==> src/rtl/dfe_pkg.sv <==
// Shared types, constants and helpers for the delimited field extractor.
// Used by dfe_cell, dfe_cell_row and delimited_field_extractor; no dependencies.
package dfe_pkg;

    localparam int MAX_MARKER = 8;
    localparam int MAX_LEN    = 65536;
    localparam int POS_W      = 17;
    localparam int LEN_W      = 4;
    localparam int PAT_W      = 8 * MAX_MARKER;
    localparam int IDX_W      = (MAX_MARKER > 1) ? $clog2(MAX_MARKER) : 1;
    localparam int CFG_IDX_W  = 2;
    localparam int CFG_DATA_W = 64;

    typedef enum logic [1:0] {
        PH_BEGIN,
        PH_END,
        PH_FOUND,
        PH_LONG
    } t_phase;

    typedef enum logic [1:0] {
        ST_NOT_FOUND,
        ST_FOUND,
        ST_TOO_LONG
    } t_status;

    typedef enum logic [CFG_IDX_W-1:0] {
        CFG_BEGIN_PATTERN,
        CFG_BEGIN_LENGTH,
        CFG_END_PATTERN,
        CFG_END_LENGTH
    } t_cfg_index;

    // Partial match bits carried along the cell row.
    typedef struct packed {
        logic bm;
        logic em;
    } t_match;

    function automatic logic [LEN_W-1:0] eff_len(input logic [LEN_W-1:0] len);
        logic [LEN_W-1:0] max_len;
        max_len = LEN_W'(MAX_MARKER);
        return (len > max_len) ? max_len : len;
    endfunction

endpackage

==> src/rtl/delimited_field_extractor.sv <==
// Delimited field extractor: top level with config registers, search FSM and result register.
// Depends on dfe_pkg and dfe_cell_row.
//
// Takes one buffer byte per cycle while the input is not stalled, with no gap between
// buffers. Marker matching runs in a row of eight compare cells that pass partial-match
// bits along as each byte is accepted. The result for a buffer is loaded into
// the output register on the cycle its last byte transfers and is shown the cycle
// after; input stalls only while a result waits and the consumer is not ready.
// Configuration writes are taken every cycle and apply from the next byte.
module delimited_field_extractor (
    input  logic                            i_clk,
    input  logic                            i_rst_n,
    input  logic                            i_cfg_valid,
    output logic                            o_cfg_ready,
    input  logic [dfe_pkg::CFG_IDX_W-1:0]   i_cfg_index,
    input  logic [dfe_pkg::CFG_DATA_W-1:0]  i_cfg_data,
    input  logic                            i_in_valid,
    output logic                            o_in_ready,
    input  logic [7:0]                      i_data_byte,
    input  logic                            i_last_byte,
    output logic                            o_out_valid,
    input  logic                            i_out_ready,
    output logic [1:0]                      o_status,
    output logic [dfe_pkg::POS_W-1:0]       o_field_offset,
    output logic [dfe_pkg::POS_W-1:0]       o_field_length
);
    import dfe_pkg::*;

    logic [PAT_W-1:0] r_begin_pat;
    logic [LEN_W-1:0] r_begin_len;
    logic [PAT_W-1:0] r_end_pat;
    logic [LEN_W-1:0] r_end_len;

    t_phase           r_phase, n_phase;
    logic [POS_W-1:0] r_pos, n_pos;
    logic [POS_W-1:0] r_start, n_start;
    logic [POS_W-1:0] r_end_pos, n_end_pos;

    logic             r_out_valid;
    logic [1:0]       r_status, n_status;
    logic [POS_W-1:0] r_offset, n_offset;
    logic [POS_W-1:0] r_length, n_length;

    logic                  w_acc;
    logic                  w_long;
    logic                  w_advance;
    logic                  w_clear;
    logic [POS_W-1:0]      w_pos_inc;
    logic [LEN_W-1:0]      w_bl, w_el, w_bl_m1, w_el_m1;
    logic                  w_end_enable;
    logic                  w_begin_hit, w_end_hit;
    logic [MAX_MARKER-1:0] w_begin_hits, w_end_hits;
    t_phase                w_phase_step;
    logic [POS_W-1:0]      w_start_step, w_end_step, w_pos_step;

    // config port
    assign o_cfg_ready = 1'b1;

    always_ff @(posedge i_clk) begin
        if (!i_rst_n) begin
            r_begin_pat <= '0;
            r_begin_len <= '0;
            r_end_pat   <= '0;
            r_end_len   <= '0;
        end else if (i_cfg_valid) begin
            case (t_cfg_index'(i_cfg_index))
                CFG_BEGIN_PATTERN: r_begin_pat <= i_cfg_data[PAT_W-1:0];
                CFG_BEGIN_LENGTH:  r_begin_len <= i_cfg_data[LEN_W-1:0];
                CFG_END_PATTERN:   r_end_pat   <= i_cfg_data[PAT_W-1:0];
                CFG_END_LENGTH:    r_end_len   <= i_cfg_data[LEN_W-1:0];
                default: ;
            endcase
        end
    end

    // input handshake
    assign o_in_ready = !r_out_valid || i_out_ready;
    assign w_acc      = i_in_valid && o_in_ready;
    assign w_long     = (r_pos == POS_W'(MAX_LEN));
    assign w_advance  = w_acc && !w_long;
    assign w_clear    = w_acc && i_last_byte;
    assign w_pos_inc  = r_pos + POS_W'(1);

    assign w_bl    = eff_len(r_begin_len);
    assign w_el    = eff_len(r_end_len);
    assign w_bl_m1 = w_bl - LEN_W'(1);
    assign w_el_m1 = w_el - LEN_W'(1);

    // with an empty begin marker the end search starts at the first byte
    assign w_end_enable = (r_phase == PH_END) ||
                          ((r_phase == PH_BEGIN) && (w_bl == '0));

    dfe_cell_row u_row (
        .i_clk        (i_clk),
        .i_rst_n      (i_rst_n),
        .i_advance    (w_advance),
        .i_clear      (w_clear),
        .i_byte       (i_data_byte),
        .i_begin_pat  (r_begin_pat),
        .i_end_pat    (r_end_pat),
        .i_end_enable (w_end_enable),
        .o_begin_hits (w_begin_hits),
        .o_end_hits   (w_end_hits)
    );

    assign w_begin_hit = (w_bl != '0) && w_begin_hits[w_bl_m1[IDX_W-1:0]];
    assign w_end_hit   = (w_el != '0) && w_end_enable && w_end_hits[w_el_m1[IDX_W-1:0]];

    // search FSM
    always_comb begin
        w_phase_step = r_phase;
        w_start_step = r_start;
        w_end_step   = r_end_pos;
        w_pos_step   = r_pos;
        if (w_long) begin
            w_phase_step = PH_LONG;
        end else begin
            w_pos_step = w_pos_inc;
            case (r_phase)
                PH_BEGIN: begin
                    if (w_bl == '0) begin
                        w_start_step = '0;
                        w_phase_step = PH_END;
                    end else if (w_begin_hit) begin
                        w_start_step = w_pos_inc;
                        w_phase_step = PH_END;
                    end
                end
                default: ;
            endcase
            if (w_end_hit) begin
                w_end_step   = w_pos_inc - POS_W'(w_el);
                w_phase_step = PH_FOUND;
            end
        end

        n_status = ST_NOT_FOUND;
        n_offset = '0;
        n_length = '0;
        case (w_phase_step)
            PH_LONG: begin
                n_status = ST_TOO_LONG;
            end
            PH_FOUND: begin
                n_status = ST_FOUND;
                n_offset = w_start_step;
                n_length = w_end_step - w_start_step;
            end
            PH_END: begin
                if (w_el == '0) begin
                    n_status = ST_FOUND;
                    n_offset = w_start_step;
                    n_length = w_pos_step - w_start_step;
                end
            end
            default: ;
        endcase

        n_phase   = r_phase;
        n_pos     = r_pos;
        n_start   = r_start;
        n_end_pos = r_end_pos;
        if (w_clear) begin
            n_phase   = PH_BEGIN;
            n_pos     = '0;
            n_start   = '0;
            n_end_pos = '0;
        end else if (w_acc) begin
            n_phase   = w_phase_step;
            n_pos     = w_pos_step;
            n_start   = w_start_step;
            n_end_pos = w_end_step;
        end
    end

    always_ff @(posedge i_clk) begin
        if (!i_rst_n) begin
            r_phase   <= PH_BEGIN;
            r_pos     <= '0;
            r_start   <= '0;
            r_end_pos <= '0;
        end else begin
            r_phase   <= n_phase;
            r_pos     <= n_pos;
            r_start   <= n_start;
            r_end_pos <= n_end_pos;
        end
    end

    // result register
    always_ff @(posedge i_clk) begin
        if (!i_rst_n) begin
            r_out_valid <= 1'b0;
        end else if (w_clear) begin
            r_out_valid <= 1'b1;
        end else if (i_out_ready) begin
            r_out_valid <= 1'b0;
        end
    end

    always_ff @(posedge i_clk) begin
        if (w_clear) begin
            r_status <= n_status;
            r_offset <= n_offset;
            r_length <= n_length;
        end
    end

    assign o_out_valid    = r_out_valid;
    assign o_status       = r_status;
    assign o_field_offset = r_offset;
    assign o_field_length = r_length;

endmodule

==> src/rtl/dfe_cell.sv <==
// One marker-compare cell: extends begin and end partial matches by one byte.
// Depends on dfe_pkg.
module dfe_cell (
    input  logic          i_clk,
    input  logic          i_rst_n,
    input  logic          i_advance,
    input  logic          i_clear,
    input  logic [7:0]    i_byte,
    input  logic [7:0]    i_begin_pat_byte,
    input  logic [7:0]    i_end_pat_byte,
    input  dfe_pkg::t_match i_prev,
    output dfe_pkg::t_match o_hit,
    output dfe_pkg::t_match o_link
);
    import dfe_pkg::*;

    t_match r_link;
    t_match n_link;

    always_comb begin
        o_hit.bm = i_prev.bm && (i_byte == i_begin_pat_byte);
        o_hit.em = i_prev.em && (i_byte == i_end_pat_byte);
        n_link   = r_link;
        if (i_clear) begin
            n_link = '0;
        end else if (i_advance) begin
            n_link = o_hit;
        end
    end

    always_ff @(posedge i_clk) begin
        if (!i_rst_n) begin
            r_link <= '0;
        end else begin
            r_link <= n_link;
        end
    end

    assign o_link = r_link;

endmodule

==> src/rtl/dfe_cell_row.sv <==
// Row of marker-compare cells; cell k reports a match of the first k+1 marker bytes.
// Depends on dfe_pkg and dfe_cell.
module dfe_cell_row (
    input  logic                        i_clk,
    input  logic                        i_rst_n,
    input  logic                        i_advance,
    input  logic                        i_clear,
    input  logic [7:0]                  i_byte,
    input  logic [dfe_pkg::PAT_W-1:0]   i_begin_pat,
    input  logic [dfe_pkg::PAT_W-1:0]   i_end_pat,
    input  logic                        i_end_enable,
    output logic [dfe_pkg::MAX_MARKER-1:0] o_begin_hits,
    output logic [dfe_pkg::MAX_MARKER-1:0] o_end_hits
);
    import dfe_pkg::*;

    t_match w_prev [MAX_MARKER];
    t_match w_hit  [MAX_MARKER];
    t_match w_link [MAX_MARKER];

    for (genvar k = 0; k < MAX_MARKER; k++) begin : g_cell
        if (k == 0) begin : g_head
            assign w_prev[k].bm = 1'b1;
            assign w_prev[k].em = i_end_enable;
        end else begin : g_tail
            assign w_prev[k] = w_link[k-1];
        end

        dfe_cell u_cell (
            .i_clk            (i_clk),
            .i_rst_n          (i_rst_n),
            .i_advance        (i_advance),
            .i_clear          (i_clear),
            .i_byte           (i_byte),
            .i_begin_pat_byte (i_begin_pat[8*k +: 8]),
            .i_end_pat_byte   (i_end_pat[8*k +: 8]),
            .i_prev           (w_prev[k]),
            .o_hit            (w_hit[k]),
            .o_link           (w_link[k])
        );

        assign o_begin_hits[k] = w_hit[k].bm;
        assign o_end_hits[k]   = w_hit[k].em;
    end

endmodule
==> config.mk <==
export PLATFORM = sky130hd
export DESIGN_NAME = delimited_field_extractor
export DESIGN_NICKNAME = d
export VERILOG_FILES = /design/src/rtl/dfe_pkg.sv /design/src/rtl/delimited_field_extractor.sv /design/src/rtl/dfe_cell.sv /design/src/rtl/dfe_cell_row.sv
export SDC_FILE = /design/constraint.sdc
export NUM_CORES = 1
export LEC_CHECK = 0
export BUFFER_PORTS_ARGS = -buffer_cell sky130_fd_sc_hd__buf_2
export CAP_MARGIN = 40
export CORE_MARGIN = 3
export CORE_UTILIZATION = 45
export DETAILED_ROUTE_END_ITERATION = 7
export PLACE_DENSITY = 0.71
export SLEW_MARGIN = 0
export SYNTH_ARGS = -nofsm -noshare
export SYNTH_HDL_FRONTEND = slang
export SYNTH_SLANG_ARGS = --single-unit
==> constraint.sdc <==
create_clock -name i_clk -period 4.88 [get_ports i_clk]
set_input_delay 0 -clock i_clk [delete_from_list [all_inputs] [get_ports i_clk]]
set_output_delay 0 -clock i_clk [all_outputs]
set_load 0.01 [all_outputs]
==> impl_metrics.json, run 1 <==
{
  "status": "complete, no violations",
  "synthDominantCellAreaShare_pct": 30.6,
  "finClkSkew_ps": 16.0,
  "rsz0062_at_grt": "true",
  "critPathArrivalTime_ps": 5060,
  "synthTopCellsByArea": "dfxtp_1 (31%), nand2_1 (10%), xnor2_1 (8.9%), edfxtp_1 (8.1%), a21boi_0 (7.4%)",
  "cts_sinks": 240,
  "power_density_nw_per_um2": 293,
  "ys.flop_type": "dfxtp_1",
  "yosysTopAreaCell": "dfxtp_1",
  "crit_required_ps": 5170,
  "crit_path_start": "r_end_pat[33]$_SDFFE_PN0P_",
  "gp_congestion": 0.857,
  "r2r_setup_slack_ps": 110,
  "placedCellCount": 2098,
  "die-area_sq_um": 31700,
  "finalPower_w": 0.00493,
  "cts_tree": "yes",
  "endpoint_kind": "register",
  "yosysWarnings": 0,
  "syn_area_per_cell_sq_um": 8.53,
  "yosys.cell_types.count": 73,
  "htreeDepth": 1,
  "antenna_found_initial": 0,
  "ant_nets": 0,
  "vias": 11742,
  "max_freq_mhz": 209,
  "synth_commonest_cells": "nand2_1 (355), dfxtp_1 (204), xnor2_1 (135)",
  "p_leak_nw": 6.45,
  "finalHoldViolCount": 0,
  "timing_worst_setup_path_type": "reg -> reg",
  "cp_max_fo": 5,
  "drive_above_1_share_pct": 21.3,
  "grt_pass1_wl_mm": 57.1,
  "worst_setup_path_start_kind": "register",
  "root_buffer": "clkbuf_16",
  "io_pins": 119,
  "clk_latency_ps": 540,
  "r2r-start": "r_end_pat[33]$_SDFFE_PN0P_",
  "ir_drop_mv": 0.282,
  "synth_edf_count": 36,
  "synthCells": 1563,
  "reg2regPathDepth": 21,
  "dp_hpwl_mm": 24.8,
  "setup_violations": 0,
  "clock_path_buffers": 3,
  "cp-endpoint": "o_field_length[16]$_DFFE_PP_",
  "synthArstFlopShare_pct": 0,
  "detail_route.vias_per_cell": 5.28,
  "yosysSeqAreaShare_pct": 38.7,
  "drt_first_pass_iters": 5,
  "fin_crit_sh_pct": 97.8,
  "grt_usage_pct": 22.0,
  "die_h_microns": 178,
  "first_iter_violations": 710,
  "cap_violations": 0,
  "post-route-util_pct": 58.2,
  "rows": 62,
  "coreArea_sq_um": 28900,
  "overflow": 0,
  "wl_per_cell_microns": 16.2,
  "slew_violations": 0,
  "timing.setup.tns_ps": 0,
  "syn2layout_area_growth_pct": 26.2,
  "grt_max_degree": 77,
  "diodes": 0,
  "min_period_ps": 4770,
  "numCtsBuffers": 27,
  "grt_pass1_vias": 11238,
  "drt-total-wl_mm": 36.0,
  "post-synth-top-count-cell": "nand2_1",
  "die_x_microns": 178,
  "synth_seq_cells": 240,
  "drc": 0,
  "netlist_area_sq_um": 13300,
  "nets": 1944,
  "finalNonFillerCells": 2222,
  "hold_ws_ps": 59.2,
  "worst_pin_slew_ps": 891,
  "r2r-end": "o_field_length[16]$_DFFE_PP_",
  "syn_nets": 1689,
  "hold_path.class": "in -> reg",
  "clk_pin_slew_ps": 60,
  "relSlewSlack_pct": 40.4,
  "portBuffers": 117,
  "initial_core_util_pct": 46.1
}
-- cell families (layout without fill, tap and decap cells) --
family                     count (synthesis)  in the layout  synth area share [%]
muxes                                     25             25                  2.02
DFF                                      240            240                  38.7
xor gates and xnor gates                 194            194                  13.0
other                                      1              1                0.0281
buffers and inverters                    124            399                  4.58
AOI/OAI and AO/OA                        302            302                  15.6
adders and majority gates                 46             46                  4.49
and+or+nand+nor                          631            631                  21.6
-- cell type report --
type,count,area (sq um)
Sequential cell,240,5170
Clock inverter,10,85.1
Tap cell,384,480
Multi-Input combinational cell,1199,7860
Fill cell,2460,12100
Clock buffer,39,791
Timing Repair Buffer,319,2320
Inverter,31,116
-- critical path: stages (launching register included) --
cell       delay [ps]
dfxtp_2           340
xnor2_2           150
nand4_1           120
nor4_2            200
and3_1            240
a21oi_1            70
or4_1             530
nand4bb_1         220
buf_6             170
mux2i_2           200
ha_2              240
fa_2              210
nor2b_1            50
o21ai_2           140
a21boi_2           90
o41ai_2           220
o21ai_1           140
o41ai_2           370
o21ai_1           130
a31oi_1           180
xnor3_1           230
a32o_1            260
-- metrics by stage --
stage	instance area, sq um	setup WS (ps)
after detailed placement	15000	-193
after floorplan	13400	18.4
final	16800	106
after global routing	16800	-214
after global placement	14900	-126
after CTS	16600	4.00
-- cells in the final DEF (no fill, tap or decap), types with 27 or more instances in the layout --
cell and instances:
nor2b_1 28, buf_4 129, xnor2_1 130, edfxtp_1 36, nand2_1 351, buf_2 117
a21oi_1 46, dlygate4sd3_1 68, ha_1 37, dfxtp_1 196, xor2_1 55, a22oi_1 39
clkbuf_16 27, nor2_1 84, inv_1 30, a21boi_0 131
-- flip-flops by register name, indices dropped and copies added (netlist names) --
signal	flops
r_end_pat	64
r_phase	2
o_field_offset	17
r_pos	17
o_field_length	17
r_begin_pat	64
r_begin_len	4
r_end_len	4
r_start	17
r_end_pos	17
o_out_valid	1
o_status	2
u_row.g_cell.u_cell.o_link	14
-- where the power goes --
group	total [W]	switching, W	internal, W
registers	0.00211	0.0000355	0.00207
clock network	0.00200	0.000821	0.00117
logic	0.000829	0.000451	0.000379
-- metal layers --
layer  vias up  track usage [%]  part of all wire [%]
li1       5814                -                     -
met1      5486             29.5                    44
met2       376             36.7                    47
met3        66             3.15                   5.9
met4         0             7.07                   2.7
met5         -                0                     0
-- how the worst min path moves through the flow --
stage / start / to / slack (ps) / cells after the start
2_1_floorplan: i_cfg_data[0] / r_begin_pat[0]$_SDFFE_PN0P_ / 140 / 2
3_3_place_gp: i_cfg_data[17] / r_begin_pat[17]$_SDFFE_PN0P_ / 260 / 3
3_5_place_dp: i_cfg_data[46] / r_begin_pat[46]$_SDFFE_PN0P_ / 270 / 3
4_1_cts: i_cfg_index[1] / r_end_len[2]$_SDFFE_PN0P_ / 60 / 4
5_1_grt: i_cfg_valid / r_begin_len[1]$_SDFFE_PN0P_ / 120 / 4
6_report: i_cfg_index[1] / r_end_len[2]$_SDFFE_PN0P_ / 60 / 4
-- timing repair --
action / CTS / global route
endpoints found under the setup margin: 5 / 9
hold buffers: 68 / 0
pin swaps: 7 / 21
endpoints found under the hold margin: 148 / 0
gates resized for setup: 12 / 56
buffers inserted: 3 / 4
No activity file was read; power rests on OpenSTA's default activity.
==> run 2, diff against run 1 <==
- CTS_BUF_LIST: not set -> sky130_fd_sc_hd__clkbuf_16
==> impl_metrics.json, run 2 (synthesis gave the netlist of run 1 again) <==
{
  "status": "complete, no violations",
  "hold_path.class": "in -> reg",
  "power_density_nw_per_um2": 287,
  "die_x_microns": 178,
  "wl_per_cell_microns": 16.2,
  "clock_path_buffers": 3,
  "placedCellCount": 2098,
  "path_cells": "xor2_1 > nor4_2 > and3_1 > a21oi_1 > or4_1 > nand4bb_1 > buf_6 > mux2i_2 > ha_2 > fa_2 > nor2b_1 > o21ai_2 > a21boi_2 > o41ai_2 > o21ai_1 > o41ai_2 > o21ai_1 > a31oi_1 > xnor3_1 > a32o_1",
  "finalNonFillerCells": 2222,
  "dp_hpwl_mm": 24.8,
  "p_leak_nw": 6.44,
  "worst_setup_path_start_kind": "register",
  "finClkSkew_ps": 19.2,
  "min_period_ps": 4770,
  "syn2layout_area_growth_pct": 25.7,
  "worst_pin_slew_ps": 867,
  "fill_cells": 2477,
  "setup_violations": 0,
  "ant_nets": 0,
  "biggestRegsByFlops": "r_begin_pat (64), r_end_pat (64)",
  "final_common_cell": "nand2_1",
  "gp_congestion": 0.857,
  "cpPeakStageDelay_ps": 530,
  "coreArea_sq_um": 28900,
  "die_h_microns": 178,
  "drive_above_1_share_pct": 20.9,
  "r2r-start": "r_end_pat[38]$_SDFFE_PN0P_",
  "cp_max_fo": 5,
  "holdPathEnd": "r_end_len[2]$_SDFFE_PN0P_",
  "crit_family": "compound AO/OA/AOI/OAI gates",
  "relSlewSlack_pct": 42.1,
  "holdPathStages": 4,
  "antenna_found_initial": 0,
  "slew_violations": 0,
  "rsz0062_at_grt": "true",
  "initial_core_util_pct": 46.1,
  "timing_worst_setup_path_type": "reg -> reg",
  "io_pins": 119,
  "root_buffer": "clkbuf_16",
  "numCtsBuffers": 27,
  "r2r-end": "o_field_length[16]$_DFFE_PP_",
  "diodes": 0,
  "nets": 1944,
  "overflow": 0,
  "drt_first_pass_iters": 5,
  "grt_usage_pct": 22.0,
  "detail_route.vias_per_cell": 5.27,
  "holdCritStartpoint": "i_cfg_index[1]",
  "drt-total-wl_mm": 35.9,
  "htreeDepth": 1,
  "post-route-util_pct": 57.9,
  "max_freq_mhz": 210,
  "critPathBufInv": 1,
  "grt_pass1_wl_mm": 57.0,
  "worst_path_max_delay_cell": "or4_1",
  "portBuffers": 117,
  "clk_latency_ps": 550,
  "first_iter_violations": 750,
  "fin_crit_sh_pct": 97.7,
  "cts_sinks": 240,
  "finalHoldViolCount": 0,
  "crit_required_ps": 5170,
  "die-area_sq_um": 31700,
  "layout_common_cells": "nand2_1 (351), dfxtp_1 (196), a21boi_0 (131)",
  "grt_max_degree": 77,
  "grt_pass1_vias": 11219,
  "cts_tree": "yes",
  "drc": 0,
  "r2r_setup_slack_ps": 110,
  "endpoint_kind": "register",
  "critPathArrivalTime_ps": 5060,
  "rows": 62,
  "ir_drop_mv": 0.278,
  "vias": 11705,
  "reg2regPathDepth": 20,
  "clk_pin_slew_ps": 60,
  "cap_violations": 0
}
[run 2: cell types whose count changed in the layout (fill, tap and decap cells not counted), sizes merged]
cell | previous run | this run
inv | 32 | 38
clkbuf | 39 | 27
clkinv | 7 | 13
[run 2: final cells by class]
class / count / area (sq um) / share of cell area [%]
clock buffer: 27 / 676 / 4.03
multi-input combinational: 1199 / 7860 / 46.9
sequential: 240 / 5170 / 30.9
clock inverter: 22 / 130 / 0.776
timing repair buffer: 319 / 2320 / 13.9
inverter: 31 / 116 / 0.694
tap: 384 / 480 / 2.87
[run 2: where the power goes]
group / switching (W) / internal (W)
Combinational: 0.000451 / 0.000379
Clock: 0.000818 / 0.00105
Sequential: 0.0000356 / 0.00207
Total: 0.00130 / 0.00350
[run 2: worst max-delay path by stage]
stage / start / end / slack, ps / cells past startpoint
floorplan: r_begin_len[0]$_SDFFE_PN0P_ / o_field_length[16]$_DFFE_PP_ / 20 / 23
global placement: r_end_pat[34]$_SDFFE_PN0P_ / o_field_length[16]$_DFFE_PP_ / -130 / 20
detailed placement: r_end_pat[34]$_SDFFE_PN0P_ / o_field_length[16]$_DFFE_PP_ / -190 / 19
CTS: r_pos[0]$_SDFFE_PP0P_ / o_field_length[15]$_DFFE_PP_ / 4 / 21
global route: r_end_pat[35]$_SDFFE_PN0P_ / o_field_length[16]$_DFFE_PP_ / -190 / 19
finish: r_end_pat[38]$_SDFFE_PN0P_ / o_field_length[16]$_DFFE_PP_ / 110 / 20
[run 2: metrics by stage]
| stage | setup WS [ps] | TNS, ps | hold WS [ps] | instance area [sq um] | power (W) |
|---|---|---|---|---|---|
| floorplan | 18.4 | 0 | 145 | 13400 | 0.00264 |
| global placement | -126 | -126 | 261 | 14900 | 0.00288 |
| detailed placement | -193 | -326 | 270 | 15000 | 0.00289 |
| CTS | 4.21 | 0 | 63.6 | 16500 | 0.00480 |
| global route | -190 | -256 | 120 | 16800 | 0.00501 |
| finish | 113 | 0 | 60.1 | 16800 | 0.00481 |
[run 2: repair_timing]
item,in CTS,in global routing
setup buffers,3,4
hold endpoints to repair,148,0
pin swaps,7,21
gates cloned,0,0
setup endpoints to repair,5,8
hold buffers,68,0
resized for setup,12,56
[run 2: layer usage]
metal,vias to the layer above,global-route usage [%],share of wire [%]
met5,-,0,0
met2,362,36.6,47
li1,5813,-,-
met3,73,3.00,5.4
met4,0,7.00,2.8
met1,5457,29.7,45
[run 2: worst min-delay path, cell delays in order]
cell and delay (ps):
buf_2 120, nand3_1 220, mux2i_1 120, nor2b_1 100
==> run 3, diff against run 2 <==
- CORE_UTILIZATION: 45 -> 50
- PLACE_DENSITY: 0.71 -> 0.77
==> impl_metrics.json, run 3 (synthesis gave the netlist of run 1 again) <==
{
  "first_iter_violations": 1040,
  "clk_pin_slew_ps": 60,
  "worst_pin_slew_ps": 879,
  "drt_first_pass_iters": 5,
  "fin_ws_ps": -190,
  "p_leak_nw": 6.36,
  "endpoint_kind": "register",
  "io_pins": 119,
  "fill_cells": 2088,
  "multiInputGateArea_sq_um": 7820,
  "drive_above_1_share_pct": 19.4,
  "htreeDepth": 1,
  "use_met1_pct": 31.7,
  "rows": 59,
  "gp_congestion": 0.879,
  "grt_usage_pct": 24.7,
  "finalHoldViolCount": 0,
  "layout_common_cells": "nand2_1 (352), dfxtp_1 (198), a21boi_0 (131)",
  "die_h_microns": 169,
  "cts_tree": "yes",
  "clock_path_buffers": 3,
  "fin_crit_sh_pct": 104,
  "final_common_cell": "nand2_1",
  "detail_route.vias_per_cell": 5.55,
  "met2_usage_pct": 43.0,
  "busiest_layer": "met2",
  "hold_path.class": "in -> reg",
  "die-area_sq_um": 28700,
  "power_density_nw_per_um2": 286,
  "reg2regPathDepth": 20,
  "timing.setup.tns_ps": -201,
  "design_area_sq_um": 16500,
  "regArea_sq_um": 5170,
  "grt_max_degree": 85,
  "dp_hpwl_mm": 24.7,
  "finalNonFillerCells": 2161,
  "hold_ws_ps": 81.4,
  "biggestRegsByFlops": "r_begin_pat (64), r_end_pat (64)",
  "place_area_sq_um": 14800,
  "holdPathStages": 3,
  "worst_setup_path_start_kind": "register",
  "finalPower_w": 0.00473,
  "status": "finished with violations",
  "antenna_found_initial": 0,
  "grt_pass1_vias": 11787,
  "initial_core_util_pct": 51.0,
  "relSlewSlack_pct": 41.2,
  "ant_nets": 0,
  "critPathArrivalTime_ps": 5360,
  "wl_per_cell_microns": 17.1,
  "cap_violations": 0,
  "clk_latency_ps": 540,
  "coreArea_sq_um": 26100,
  "grt_pass1_wl_mm": 58.9,
  "root_buffer": "clkbuf_16",
  "setup_violations": 2,
  "grt_util_met3_pct": 3.47,
  "syn2layout_area_growth_pct": 24.0,
  "ir_drop_mv": 0.331,
  "vias": 12003,
  "drt-total-wl_mm": 36.9,
  "nets": 1932,
  "cp_max_fo": 4,
  "numCtsBuffers": 27,
  "drc": 0,
  "die_x_microns": 169,
  "finClkSkew_ps": 19.7,
  "overflow": 0,
  "diodes": 0,
  "rsz0062_at_grt": "true",
  "cts_sinks": 240,
  "placedCellCount": 2032,
  "violations": "setup timing",
  "crit_required_ps": 5170,
  "timing_worst_setup_path_type": "reg -> reg",
  "max_freq_mhz": 197,
  "min_period_ps": 5070,
  "slew_violations": 0,
  "portBuffers": 117
}
-- run 3: critical path: stages, from the launching register on --
cell and delay [ps]:
dfxtp_2 320, xor2_1 150, nor4_1 310, nand4_1 180, nand3_1 100, a21oi_1 40
or4_1 540, nand4bb_4 280, mux2i_2 270, ha_2 250, fa_2 210, nor2b_1 50
o21ai_1 170, a21boi_1 120, o41ai_2 370, o21ai_1 150, o41ai_2 430, o21ai_1 150
a31oi_1 190, xnor3_1 250, a32o_1 260
-- run 3: final cells by class --
cell class / count / area share [%]
clock buffers: 27 / 4.09
clock inverters: 22 / 0.575
inverters: 31 / 0.704
multi-input cells: 1199 / 47.3
flip-flops and latches: 240 / 31.3
well taps: 335 / 2.54
repair buffers: 307 / 13.5
-- run 3: where the power goes --
group / total, W / switching, W / internal, W / leakage (nW)
logic: 0.000818 / 0.000448 / 0.000370 / 3.95
clock network: 0.00180 / 0.000805 / 0.000995 / 0.410
registers: 0.00211 / 0.0000366 / 0.00207 / 2.00
total: 0.00473 / 0.00129 / 0.00344 / 6.36
-- run 3: path summary, 6_finish.rpt --
check,end,slack [ps],startpoint
max reg2reg,o_field_length[16]$_DFFE_PP_,-190,r_end_pat[45]$_SDFFE_PN0P_
max,o_field_length[16]$_DFFE_PP_,-190,r_end_pat[45]$_SDFFE_PN0P_
min reg2reg,u_row.g_cell[4].u_cell.o_link[1]$_SDFFE_PP0P_,450,u_row.g_cell[4].u_cell.o_link[1]$_SDFFE_PP0P_
min,r_begin_pat[57]$_SDFFE_PN0P_,80,i_rst_n
-- run 3: per-layer routing --
| layer | vias to the layer above | wire length [microns] |
|---|---|---|
| li1 | 5790 | - |
| met1 | 5683 | 15500 |
| met2 | 449 | 18000 |
| met3 | 81 | 2170 |
| met4 | 0 | 1180 |
| met5 | - | 0 |
-- run 3: what timing repair did --
item / CTS / global route
setup endpoints to repair: 4 / 8
gates resized for setup: 10 / 48
hold endpoints to repair: 148 / 0
setup buffers: 2 / 10
hold buffers: 68 / 0
pin swaps: 5 / 21
-- run 3: metrics by stage --
step | setup WS [ps] | utilization, %
final | -190 | 63.2
after global routing | -378 | 63.2
after CTS | -5.88 | 62.3
after detailed placement | -216 | 56.5
after global placement | -50.2 | 56.4
after floorplan | 18.4 | -
